**config.mk**
```make
export PLATFORM = sky130hd
export DESIGN_NAME = column_run_complement_unit
export DESIGN_NICKNAME = d
export VERILOG_FILES = /design/src/rtl/crc_pkg.sv /design/src/rtl/crc_apb_regs.sv /design/src/rtl/crc_gap_calc.sv /design/src/rtl/column_run_complement_unit.sv
export VERILOG_INCLUDE_DIRS = /design/src /design/src/rtl
export SDC_FILE = /design/constraint.sdc
export NUM_CORES = 1
export LEC_CHECK = 0
export ABC_AREA = 1
export BUFFER_PORTS_ARGS = -buffer_cell sky130_fd_sc_hd__clkbuf_2
export CORE_UTILIZATION = 27
export CTS_BUF_LIST = sky130_fd_sc_hd__clkbuf_4 sky130_fd_sc_hd__clkbuf_8 sky130_fd_sc_hd__clkbuf_16
export DETAILED_ROUTE_END_ITERATION = 8
export GPL_TIMING_DRIVEN = 0
export PLACE_DENSITY = 0.46
export SLEW_MARGIN = 20
export SYNTH_ARGS = -nofsm -noshare
export SYNTH_HDL_FRONTEND = slang
export SYNTH_HIERARCHICAL = 1
export SYNTH_SLANG_ARGS = --single-unit
```
**constraint.sdc**
```tcl
create_clock -name clk -period 7.2 [get_ports clk]
set_input_delay 0 -clock clk [delete_from_list [all_inputs] [get_ports clk]]
set_output_delay 0 -clock clk [all_outputs]
set_load 0.005 [all_outputs]
```
**src/rtl/assert_macros.svh**
```systemverilog
// assertion macros shared by the column run complement rtl
// no dependencies; compiled out when SYNTHESIS is defined
`ifndef ASSERT_MACROS_SVH
`define ASSERT_MACROS_SVH
`ifndef SYNTHESIS
`define CRC_ASSERT(lbl, clk, rst_n, prop, msg) \
	lbl: assert property (@(posedge clk) disable iff (!rst_n) prop) else $error(msg);
`define CRC_ASSERT_NEVER(lbl, clk, rst_n, cond, msg) \
	lbl: assert property (@(posedge clk) disable iff (!rst_n) !(cond)) else $error(msg);
`else
`define CRC_ASSERT(lbl, clk, rst_n, prop, msg)
`define CRC_ASSERT_NEVER(lbl, clk, rst_n, cond, msg)
`endif
`endif

```
**src/rtl/crc_pkg.sv**
```systemverilog
// shared types and constants of the column run complement unit
// no dependencies
`timescale 1ns / 1ps
package crc_pkg;

	localparam int APB_DATA_W = 32;
	localparam int ADDR_W     = 4;
	localparam int BORDER_W   = 7;
	localparam int TOTAL_W    = 32;

	localparam logic [BORDER_W-1:0] BORDER_RESET = 7'd1;

	typedef enum logic [1:0] {
		REG_BORDER = 2'd0,
		REG_TOP    = 2'd1,
		REG_BOTTOM = 2'd2
	} reg_idx_t;

	typedef enum logic [1:0] {
		GAP_FULL  = 2'd0,
		GAP_ABOVE = 2'd1,
		GAP_BELOW = 2'd2
	} gap_kind_t;

endpackage

```
**src/rtl/crc_apb_regs.sv**
```systemverilog
// apb register file holding border width and region rows
// depends on crc_pkg
`timescale 1ns / 1ps
module crc_apb_regs import crc_pkg::*; #(
	parameter int ROW_BITS = 12
) (
	input  logic                  clk,
	input  logic                  arst_n,
	input  logic                  psel,
	input  logic                  penable,
	input  logic                  pwrite,
	input  logic [ADDR_W-1:0]     paddr,
	input  logic [APB_DATA_W-1:0] pwdata,
	output logic [APB_DATA_W-1:0] prdata,
	output logic                  pready,
	output logic [BORDER_W-1:0]   border_width,
	output logic [ROW_BITS-1:0]   region_top_row,
	output logic [ROW_BITS-1:0]   region_bottom_row
);

	logic [BORDER_W-1:0] border_q;
	logic [ROW_BITS-1:0] top_q;
	logic [ROW_BITS-1:0] bottom_q;
	logic                wr_en;
	reg_idx_t            idx;

	assign pready = 1'b1;
	assign wr_en  = psel && penable && pwrite;
	assign idx    = reg_idx_t'(paddr[3:2]);

	always_ff @(posedge clk or negedge arst_n) begin
		if (!arst_n) begin
			border_q <= BORDER_RESET;
			top_q    <= '0;
			bottom_q <= '0;
		end else if (wr_en) begin
			case (idx)
				REG_BORDER: border_q <= pwdata[BORDER_W-1:0];
				REG_TOP:    top_q    <= pwdata[ROW_BITS-1:0];
				REG_BOTTOM: bottom_q <= pwdata[ROW_BITS-1:0];
				default: begin
				end
			endcase
		end
	end

	always_comb begin
		case (idx)
			REG_BORDER: prdata = APB_DATA_W'(border_q);
			REG_TOP:    prdata = APB_DATA_W'(top_q);
			REG_BOTTOM: prdata = APB_DATA_W'(bottom_q);
			default:    prdata = '0;
		endcase
	end

	assign border_width      = border_q;
	assign region_top_row    = top_q;
	assign region_bottom_row = bottom_q;

endmodule

```
**src/rtl/crc_gap_calc.sv**
```systemverilog
// gap bound calculation: maps image rows to clamped padded rows, counts points
// depends on crc_pkg
`timescale 1ns / 1ps
module crc_gap_calc import crc_pkg::*; #(
	parameter int ROW_BITS = 12
) (
	input  gap_kind_t             kind,
	input  logic [ROW_BITS-1:0]   run_top,
	input  logic [ROW_BITS-1:0]   run_bottom,
	input  logic [ROW_BITS-1:0]   prior_bottom,
	input  logic                  started,
	input  logic [BORDER_W-1:0]   border_width,
	input  logic [ROW_BITS-1:0]   region_top_row,
	input  logic [ROW_BITS-1:0]   region_bottom_row,
	output logic [ROW_BITS:0]     gap_top,
	output logic [ROW_BITS:0]     gap_bottom,
	output logic [ROW_BITS+1:0]   gap_points
);

	localparam int W = ROW_BITS + BORDER_W + 3;
	localparam logic signed [W-1:0] PAD_MAX = W'((2 ** (ROW_BITS + 1)) - 1);
	localparam logic signed [W-1:0] ONE_S   = W'(1);

	function automatic logic [ROW_BITS:0] clamp_pad(input logic signed [W-1:0] v);
		logic [ROW_BITS:0] r;
		if (v < 0)
			r = '0;
		else if (v > PAD_MAX)
			r = PAD_MAX[ROW_BITS:0];
		else
			r = v[ROW_BITS:0];
		return r;
	endfunction

	logic signed [W-1:0] rt_s, rb_s, bw_s, top_s, bot_s, prior_s;
	logic [ROW_BITS:0]   span_bottom, above_top, above_bot, below_top;
	logic [ROW_BITS+1:0] top_x, bot_x;

	assign rt_s    = $signed(W'(region_top_row));
	assign rb_s    = $signed(W'(region_bottom_row));
	assign bw_s    = $signed(W'(border_width));
	assign top_s   = $signed(W'(run_top));
	assign bot_s   = $signed(W'(run_bottom));
	assign prior_s = $signed(W'(prior_bottom));

	assign span_bottom = clamp_pad(rb_s - rt_s + bw_s + bw_s);
	assign above_top   = started ? clamp_pad(prior_s - rt_s + bw_s + ONE_S) : '0;
	assign above_bot   = clamp_pad(top_s - rt_s + bw_s - ONE_S);
	assign below_top   = clamp_pad(bot_s - rt_s + bw_s + ONE_S);

	always_comb begin
		case (kind)
			GAP_ABOVE: begin
				gap_top    = above_top;
				gap_bottom = above_bot;
			end
			GAP_BELOW: begin
				gap_top    = below_top;
				gap_bottom = span_bottom;
			end
			default: begin
				gap_top    = '0;
				gap_bottom = span_bottom;
			end
		endcase
	end

	assign top_x      = {1'b0, gap_top};
	assign bot_x      = {1'b0, gap_bottom};
	assign gap_points = (bot_x >= top_x) ? (bot_x - top_x + (ROW_BITS+2)'(1)) : '0;

endmodule

```
**src/rtl/column_run_complement_unit.sv**
```systemverilog
// top level of the column run complement unit: input register, result register
// depends on crc_pkg, crc_apb_regs, crc_gap_calc and assert_macros.svh
`timescale 1ns / 1ps
`include "assert_macros.svh"
// Turns a column-wise run-length region mask into the gaps between runs, in
// padded rows of a frame bordered by border_width rows above and below the
// region. An empty column gives one full-span gap; each run gives the gap
// above it, and a run flagged last_run also gives the gap below it. An item
// is registered in the input register, and its gap is worked out
// combinationally into the result register. Unless the output stalls, items
// producing one result are taken one per cycle; a last run holds the input
// register for both its gaps, as the result register delivers one gap per
// cycle. While a result waits, the input register takes one further item and
// then the input stalls. Registers lie at byte addresses 0 (border_width),
// 4 (region_top_row) and 8 (region_bottom_row); write them only while idle.
module column_run_complement_unit import crc_pkg::*; #(
	parameter int ROW_BITS = 12
) (
	input  logic                  clk,
	input  logic                  arst_n,
	input  logic                  psel,
	input  logic                  penable,
	input  logic                  pwrite,
	input  logic [ADDR_W-1:0]     paddr,
	input  logic [APB_DATA_W-1:0] pwdata,
	output logic [APB_DATA_W-1:0] prdata,
	output logic                  pready,
	input  logic                  in_valid,
	output logic                  in_stall,
	input  logic                  command,
	input  logic [ROW_BITS-1:0]   run_top,
	input  logic [ROW_BITS-1:0]   run_bottom,
	input  logic                  last_run,
	output logic                  out_valid,
	input  logic                  out_stall,
	output logic [ROW_BITS:0]     gap_top,
	output logic [ROW_BITS:0]     gap_bottom,
	output logic [ROW_BITS+1:0]   gap_points,
	output logic                  end_of_column,
	output logic [ROW_BITS+1:0]   column_nodes,
	output logic [TOTAL_W-1:0]    total_points
);

	logic [BORDER_W-1:0] border_width;
	logic [ROW_BITS-1:0] region_top_row;
	logic [ROW_BITS-1:0] region_bottom_row;

	crc_apb_regs #(.ROW_BITS(ROW_BITS)) u_regs (
		.clk               (clk),
		.arst_n            (arst_n),
		.psel              (psel),
		.penable           (penable),
		.pwrite            (pwrite),
		.paddr             (paddr),
		.pwdata            (pwdata),
		.prdata            (prdata),
		.pready            (pready),
		.border_width      (border_width),
		.region_top_row    (region_top_row),
		.region_bottom_row (region_bottom_row)
	);

	// input register
	logic                valid_s1;
	logic                command_s1;
	logic [ROW_BITS-1:0] run_top_s1;
	logic [ROW_BITS-1:0] run_bottom_s1;
	logic                last_s1;
	logic                phase_q;

	// column state
	logic [ROW_BITS-1:0] prior_bottom_q;
	logic                started_q;
	logic [ROW_BITS-1:0] gap_count_q;
	logic [TOTAL_W-1:0]  point_total_q;

	// result register
	logic                out_valid_q;
	logic [ROW_BITS:0]   gap_top_q;
	logic [ROW_BITS:0]   gap_bottom_q;
	logic [ROW_BITS+1:0] gap_points_q;
	logic                eoc_q;
	logic [ROW_BITS+1:0] nodes_q;

	logic                out_adv, load, finish, accept, res_eoc;
	gap_kind_t           kind;
	logic [ROW_BITS:0]   res_top, res_bottom;
	logic [ROW_BITS+1:0] res_points;
	logic [ROW_BITS-1:0] gc_base, gc_new;
	logic [TOTAL_W:0]    sum;
	logic [TOTAL_W-1:0]  total_new;

	assign out_adv  = !out_valid_q || !out_stall;
	assign load     = valid_s1 && out_adv;
	assign res_eoc  = !command_s1 || phase_q;
	assign finish   = res_eoc || !last_s1;
	assign in_stall = valid_s1 && !(load && finish);
	assign accept   = in_valid && !in_stall;

	always_comb begin
		if (!command_s1)
			kind = GAP_FULL;
		else if (phase_q)
			kind = GAP_BELOW;
		else
			kind = GAP_ABOVE;
	end

	crc_gap_calc #(.ROW_BITS(ROW_BITS)) u_calc (
		.kind              (kind),
		.run_top           (run_top_s1),
		.run_bottom        (run_bottom_s1),
		.prior_bottom      (prior_bottom_q),
		.started           (started_q),
		.border_width      (border_width),
		.region_top_row    (region_top_row),
		.region_bottom_row (region_bottom_row),
		.gap_top           (res_top),
		.gap_bottom        (res_bottom),
		.gap_points        (res_points)
	);

	assign gc_base   = command_s1 ? gap_count_q : '0;
	assign gc_new    = (&gc_base) ? gc_base : gc_base + ROW_BITS'(1);
	assign sum       = {1'b0, point_total_q} + (TOTAL_W+1)'(res_points);
	assign total_new = sum[TOTAL_W] ? '1 : sum[TOTAL_W-1:0];

	always_ff @(posedge clk or negedge arst_n) begin
		if (!arst_n) begin
			valid_s1 <= 1'b0;
			phase_q  <= 1'b0;
		end else begin
			if (accept)
				valid_s1 <= 1'b1;
			else if (load && finish)
				valid_s1 <= 1'b0;
			if (load)
				phase_q <= !finish;
		end
	end

	always_ff @(posedge clk) begin
		if (accept) begin
			command_s1    <= command;
			run_top_s1    <= run_top;
			run_bottom_s1 <= run_bottom;
			last_s1       <= last_run;
		end
	end

	always_ff @(posedge clk or negedge arst_n) begin
		if (!arst_n) begin
			prior_bottom_q <= '0;
			started_q      <= 1'b0;
			gap_count_q    <= '0;
			point_total_q  <= '0;
		end else if (load) begin
			gap_count_q   <= res_eoc ? '0 : gc_new;
			started_q     <= !res_eoc;
			point_total_q <= total_new;
			if (command_s1 && !phase_q)
				prior_bottom_q <= run_bottom_s1;
		end
	end

	always_ff @(posedge clk or negedge arst_n) begin
		if (!arst_n)
			out_valid_q <= 1'b0;
		else if (out_adv)
			out_valid_q <= valid_s1;
	end

	always_ff @(posedge clk) begin
		if (load) begin
			gap_top_q    <= res_top;
			gap_bottom_q <= res_bottom;
			gap_points_q <= res_points;
			eoc_q        <= res_eoc;
			nodes_q      <= {1'b0, gc_new, 1'b0};
		end
	end

	assign out_valid     = out_valid_q;
	assign gap_top       = gap_top_q;
	assign gap_bottom    = gap_bottom_q;
	assign gap_points    = gap_points_q;
	assign end_of_column = eoc_q;
	assign column_nodes  = nodes_q;
	assign total_points  = point_total_q;

	`CRC_ASSERT(a_phase_on_last_run, clk, arst_n,
		phase_q |-> (valid_s1 && command_s1 && last_s1), "second gap phase without a last run")
	`CRC_ASSERT(a_eoc_clears_column, clk, arst_n,
		(load && res_eoc) |=> (gap_count_q == '0 && !started_q),
		"column state not cleared after final gap")
	`CRC_ASSERT(a_total_monotonic, clk, arst_n,
		load |=> (point_total_q >= $past(point_total_q)), "running point total decreased")
	`CRC_ASSERT_NEVER(a_nodes_nonzero, clk, arst_n,
		out_valid_q && (nodes_q == '0), "result with zero column nodes")
	`CRC_ASSERT(a_stall_needs_item, clk, arst_n,
		in_stall |-> (valid_s1 && !(out_adv && finish)), "input stalled without a blocked item")

endmodule
```
==> results.toml, run 1 <==
[global_routing]
gr-total-overflow = 0
grt_pass1_vias = 13400
antenna_found_initial = 0
grt_max_degree = 57
grtUsageTotal = 0.173
grt_pass1_wl_um = 73400

[hold_path]
hold_path.class = "in -> reg"

[placed_design]
hpwlAfterDp_um = 37900
port_buffers = 145
place_congestion = 0.873

[final_layout]
mostFrequentLayoutCells = "696 x nand2_1, 289 x inv_1, 144 x clkbuf_2"
synthToLayoutAreaGrowth_pct = 24.9
diodes = 0
layout_commonest_cell = "nand2_1"
nNetsFinal = 2544
drive_gt1_frac = 0.190

[route]
drtIter0Drc = 744
detail-route-antenna-nets = 0
route.detailed.drc = 0
wl_per_cell_um = 15.6
wirelength_um = 47500
dr.pass1.iters = 5
num_vias = 13900
via_per_inst = 4.58

[yosys]
synthCells = 2058
syn_area_um2 = 14700
synth-seq-cells = 170
avgSynthCellArea_um2 = 7.13
ys_seq_area_frac = 0.317
synth_async_sr_flop_share = 0.535
synth-warning-count = 6
synth_enable_flop_cells = 79
synth_cell_types = 56
synth_ff_type = "dfrtp_1"

[setup_path]
crit_buf_inv = 5
critPathKind = "reg -> reg"
slowest_stage = "dfrtp_2"
cp_top_family = "simple AND/OR/NAND/NOR gates"
arrival_ns = 7.32
crit_top_cell = "nand2_1"
required_ns = 7.59
critPathMaxFanout = 7
end_kind = "flop"
cpPeakStageDelay_ns = 0.48
startpoint_type = "flop"

[clocking]
htreeDepth = 4
clk_pin_slew_ns = 0.08
clock-sinks = 170
cts_root_buffer = "clkbuf_16"
numCtsBuffers = 17
cts_tree = "built"
clk_latency_ns = 0.50
cts_buffer_depth = 2

[die]
rows = 85
core_um2 = 53800
start_util = 0.273
die_area_um2 = 55300
die_h_um = 235
die_w_um = 235
boundaryPins = 191

[timing]
timing.final.crit_share = 0.962
skew_ns = 0.00900
period_needed_ns = 6.93
relSlewSlack = 0.409
maxSlewViolCount = 0
setup_viol = 0
finalHoldViolations = 0
setup_tns_ns = 0
fmax_ghz = 0.144
tightest_slew_ns = 0.886

[job]
drv_cap = 0

[outcome]
outcome = "finished, final reports clean"
[layer usage]
layer	track usage	wire, um	up-vias
met2	0.292	22600	280
met3	0.0300	1660	41
met4	0.0556	867	0
met1	0.222	22400	6483
li1	-	-	7083
met5	0	0	-
[logic make-up (layout without fill, tap and decap cells)]
family          Yosys count  in the layout  share of synthesized area
simple gates           1116           1117                      0.330
other cells               3             23                   0.000767
buf+inv                 359            619                      0.101
xor+xnor                 64             64                     0.0382
compound gates          197            197                     0.0788
flops                   170            170                      0.317
fa+ha+maj               149            149                      0.135
[synth_stat cells (7+ instances only)]
master / count / area, um2
nand2_1: 707 / 2650
inv_1: 302 / 1130
nor2_1: 140 / 526
ha_1: 134 / 1680
nand3_1: 131 / 656
a21oi_1: 99 / 495
dfrtp_1: 90 / 2250
edfxtp_1: 79 / 2370
o21ai_0: 42 / 210
nand4_1: 33 / 206
xor2_1: 33 / 289
xnor2_1: 31 / 272
buf_4: 27 / 203
nand2_2: 25 / 156
nor3_1: 19 / 95.1
fa_1: 15 / 300
nand3_2: 15 / 150
nor2_2: 11 / 68.8
a31oi_1: 10 / 62.6
inv_2: 10 / 37.5
nand3b_1: 10 / 75.1
buf_2: 8 / 40.0
clkbuf_1: 8 / 30.0
o21bai_1: 7 / 52.6
[registers in the layout, indices dropped and copies added, names as in the netlist]
signal	cells
valid_s1	1
u_regs/region_bottom_row	12
gap_count_q	12
gap_bottom	13
u_regs/border_width	7
phase_q	1
gap_top	13
run_top_s1	12
gap_points	14
column_nodes	12
command_s1	1
started_q	1
prior_bottom_q	12
out_valid	1
last_s1	1
u_regs/region_top_row	12
run_bottom_s1	12
total_points	32
end_of_column	1
[final timing paths]
| check | from | endpoint | slack, ns | cells after the start |
|---|---|---|---|---|
| setup / recovery | u_regs/region_top_row[0]$_DFFE_PN0P_ | total_points[13]$_DFFE_PN0P_ | 0.27 | 42 |
| hold / removal | psel | u_regs/border_width[0]$_DFFE_PN1P_ | 0.05 | 5 |
| setup reg to reg | u_regs/region_top_row[0]$_DFFE_PN0P_ | total_points[13]$_DFFE_PN0P_ | 0.27 | 42 |
| hold reg to reg | prior_bottom_q[0]$_DFFE_PN0P_ | prior_bottom_q[0]$_DFFE_PN0P_ | 0.47 | 2 |
| max in group asynchronous | arst_n | u_regs/region_top_row[1]$_DFFE_PN0P_ | 6.75 | 3 |
| min in group asynchronous | arst_n | out_valid$_DFFE_PN0N_ | 0.06 | 3 |
[layout make-up]
type	count	area, um2
buffer	44	314
clock buffer	19	440
clock inverter	13	111
fill	5791	35500
inverter	314	1200
multi-input combinational	1550	9190
sequential	170	4650
tap	696	871
timing repair buffer	229	1550
[timing repair]
action,4_1_cts,5_1_grt
endpoints found under the setup margin,32,32
hold endpoints to repair,155,0
hold buffers,53,0
gates cloned,0,1
pin swaps,2,30
gates resized for setup,40,102
buffers inserted,2,26
[metrics by stage]
stage               cell area, um2  worst slack, ns  cells  hold WS (ns)   util
global route                 18300           -0.113   3035        0.0720  0.341
global placement             16400            -1.01   2919         0.177  0.304
finish                       18300            0.271   3035        0.0523  0.341
CTS                          17700          0.00891   3008        0.0194  0.328
floorplan                    14800            0.772   2078        -0.296      -
detailed placement           16400            -1.04   2922       -0.0402  0.305
[worst register-to-register path: cells and delay by family, from the launching register on]
| kind | cells | cell delay [ns] |
|---|---|---|
| compound gates | 7 | 1.19 |
| xor+xnor | 2 | 0.21 |
| fa+ha+maj | 8 | 2.27 |
| buf+inv | 5 | 0.37 |
| flops | 1 | 0.48 |
| simple gates | 20 | 2.33 |
Power of run 1 is not shown: default switching activity piles up to over one toggle a cycle in this logic, so the estimate is an artifact.
==> run 2: changes to the inputs <==
--- a/config.mk
+++ b/config.mk
@@ -6,13 +6,13 @@
 export SDC_FILE = /design/constraint.sdc
 export NUM_CORES = 1
 export LEC_CHECK = 0
-export ABC_AREA = 1
+export ABC_AREA = 0
 export BUFFER_PORTS_ARGS = -buffer_cell sky130_fd_sc_hd__clkbuf_2
 export CORE_UTILIZATION = 27
 export CTS_BUF_LIST = sky130_fd_sc_hd__clkbuf_4 sky130_fd_sc_hd__clkbuf_8 sky130_fd_sc_hd__clkbuf_16
 export DETAILED_ROUTE_END_ITERATION = 8
 export GPL_TIMING_DRIVEN = 0
-export PLACE_DENSITY = 0.46
+export PLACE_DENSITY = 0.47
 export SLEW_MARGIN = 20
 export SYNTH_ARGS = -nofsm -noshare
 export SYNTH_HDL_FRONTEND = slang
==> run 2 against run 1 <==
Net effect: the flow now finishes with violations (negative setup slack); fmax shrank 9.5%; setup slack worse by 0.73 ns; wire length is 15% lower; synthesized cell count shrank 32%; first-iteration DRC count shrank 29%; die area decreased by 6.5%; synthesized area is 6.5% lower; non-clock buffer count is 37 higher; critical path depth down 2; via count decreased by 18%; critical endpoint is now total_points[25]$_DFFE_PN0P_.
==> results.toml, run 2 <==
[route]
drtIter0Drc = 529
detail-route-antenna-nets = 0
via_per_inst = 4.80
wirelength_um = 40200
num_vias = 11300
dr.pass1.iters = 5
route.detailed.drc = 0
wl_per_cell_um = 17.0

[clocking]
clk_latency_ns = 0.48
htreeDepth = 4
clock-sinks = 170
cts_buffer_depth = 2
cts_tree = "built"
cts_root_buffer = "clkbuf_16"
numCtsBuffers = 17
clk_pin_slew_ns = 0.07

[setup_path]
cp_top_family = "compound AO/OA/AOI/OAI gates"
r2r-end = "total_points[25]$_DFFE_PN0P_"
crit_top_cell = "ha_4"
reg2regPathDepth = 40
cpPeakStageDelay_ns = 0.39
startpoint_type = "flop"
r2r_slack_ns = -0.45
slowest_stage = "or3_4"
critPathKind = "reg -> reg"
end_kind = "flop"
required_ns = 7.57
arrival_ns = 8.02
critPathMaxFanout = 7
regToRegStartpoint = "run_top_s1[0]$_DFFE_PP_"
crit_buf_inv = 6

[die]
rows = 82
boundaryPins = 191
die_h_um = 227
start_util = 0.273
die_w_um = 227
die_area_um2 = 51700
core_um2 = 50200

[yosys]
synth_xor_area_frac = 0.0598
synth_compound_area_frac = 0.206
yosys.area_share.adder = 0.144
yosysMostFrequentCell = "ha_1"
syn_area_um2 = 13700
synth-seq-cells = 170
synthSimpleGateAreaFrac = 0.142
synth_enable_flop_cells = 79
synth.mux.area_fraction = 0.0545
synth_ff_type = "dfrtp_1"
synth-warning-count = 6
synth_common_cells = "134 x ha_1, 95 x nand2_1, 90 x dfrtp_1, 89 x a21oi_1, 89 x inv_1"
ys_seq_area_frac = 0.339
synth_top_family_by_area = "compound AO/OA/AOI/OAI gates"
synthCells = 1390
synth_top_area_share = 0.173
synth_cell_types = 112
synth_async_sr_flop_share = 0.535
synth_area_leaders = "edfxtp_1 17%, dfrtp_1 16%, ha_1 12%, xnor2_1 4.1%, mux2_2 3.4%"
avgSynthCellArea_um2 = 9.87
synth_top_cell_by_area = "edfxtp_1"

[final_layout]
mostFrequentLayoutCells = "144 x clkbuf_2, 123 x ha_1, 88 x dfrtp_1"
drive_gt1_frac = 0.294
nNetsFinal = 1896
largest_register_ff_count = 32
layout_commonest_cell = "clkbuf_2"
synthToLayoutAreaGrowth_pct = 28.2
multi_input_area_um2 = 8980
diodes = 0
regArea_um2 = 4650
fillCellCount = 5149

[timing]
setup_viol = 32
rsz0062_at_grt = "yes"
fmax_ghz = 0.131
relSlewSlack = 0.486
period_needed_ns = 7.65
fin_ws_ns = -0.454
finalHoldViolations = 0
timing.final.crit_share = 1.06
hold_ws_ns = 0.0651
skew_ns = 0.00951
tightest_slew_ns = 0.771
maxSlewViolCount = 0

[global_routing]
gr-total-overflow = 0
grt_pass1_vias = 11200
grtUsageTotal = 0.160
grt_max_degree = 54
antenna_found_initial = 0
grt_pass1_wl_um = 62000

[job]
drv_cap = 0

[outcome]
outcome = "finished with violations"
violations = "negative setup slack"

[placed_design]
port_buffers = 145
place_congestion = 0.881
hpwlAfterDp_um = 31800

[hold_path]
hold_path.class = "in -> async"
-- run 2: cell types whose count changed after synthesis, moves of 23 or more --
| cell | change |
|---|---|
| inv_1 | -213 |
| o21a_1 | +28 |
| nor2_1 | -64 |
| xnor2_1 | +33 |
| nand2_2 | -23 |
| nand2_1 | -612 |
| a21o_1 | +24 |
| mux2_2 | +41 |
| nand3_1 | -107 |
-- run 2: metrics by stage --
| stage | util | TNS (ns) | instances | setup slack (ns) | cell area (um2) |
|---|---|---|---|---|---|
| after global placement | 0.308 | -52.64 | 2227 | -1.76 | 15500 |
| after global routing | 0.350 | -27.01 | 2363 | -0.955 | 17600 |
| final | 0.350 | -11.16 | 2363 | -0.454 | 17600 |
| after CTS | 0.348 | -10.56 | 2360 | -0.447 | 17500 |
| after floorplan | - | -0.0142 | 1410 | -0.0142 | 13900 |
| after detailed placement | 0.310 | -51.65 | 2230 | -1.75 | 15500 |
-- run 2: kinds of logic after synthesis --
kind of cell,Yosys count
adder cells (fa/ha/maj),149
other,3
AO/OA/AOI/OAI,396
multiplexers,64
XOR/XNOR,92
AND/OR/NAND/NOR,365
buffers and inverters,151
flip-flops,170
-- run 2: metal layers --
layer / global-route usage / up-vias / routed length [um]
li1: - / 5648 / -
met1: 0.208 / 5432 / 19200
met2: 0.250 / 202 / 18100
met3: 0.0285 / 60 / 1160
met4: 0.0879 / 0 / 1780
met5: 0 / - / 0
-- run 2: worst max-delay path by stage --
stage | startpoint | to | slack [ns] | cells after the start
after floorplan | u_regs/region_top_row[0]$_DFFE_PN0P_ | total_points[23]$_DFFE_PN0P_ | -0.01 | 40
after global placement | u_regs/region_top_row[1]$_DFFE_PN0P_ | total_points[10]$_DFFE_PN0P_ | -1.76 | 35
after detailed placement | u_regs/region_top_row[1]$_DFFE_PN0P_ | total_points[29]$_DFFE_PN0P_ | -1.75 | 35
after CTS | run_top_s1[0]$_DFFE_PP_ | total_points[23]$_DFFE_PN0P_ | -0.45 | 39
after global routing | run_top_s1[0]$_DFFE_PP_ | total_points[25]$_DFFE_PN0P_ | -0.96 | 40
final | run_top_s1[0]$_DFFE_PP_ | total_points[25]$_DFFE_PN0P_ | -0.45 | 40
-- run 2: what timing repair did --
| action | in CTS | in global routing |
|---|---|---|
| pin swaps | 85 | 26 |
| endpoints found under the setup margin | 32 | 32 |
| resized for setup | 109 | 17 |
| hold endpoints to repair | 152 | 0 |
| hold buffers | 46 | 0 |
| setup buffers | 53 | 4 |
| gates cloned | 1 | 0 |
-- run 2: cell type report --
| type | count | share of cell area |
|---|---|---|
| Tap cell | 672 | 0.0478 |
| Inverter | 90 | 0.0195 |
| Clock inverter | 12 | 0.00804 |
| Clock buffer | 20 | 0.0255 |
| Multi-Input combinational cell | 1089 | 0.510 |
| Timing Repair Buffer | 250 | 0.100 |
| Sequential cell | 170 | 0.265 |
| Buffer | 60 | 0.0237 |
Power of run 2 is left out for the same reason.
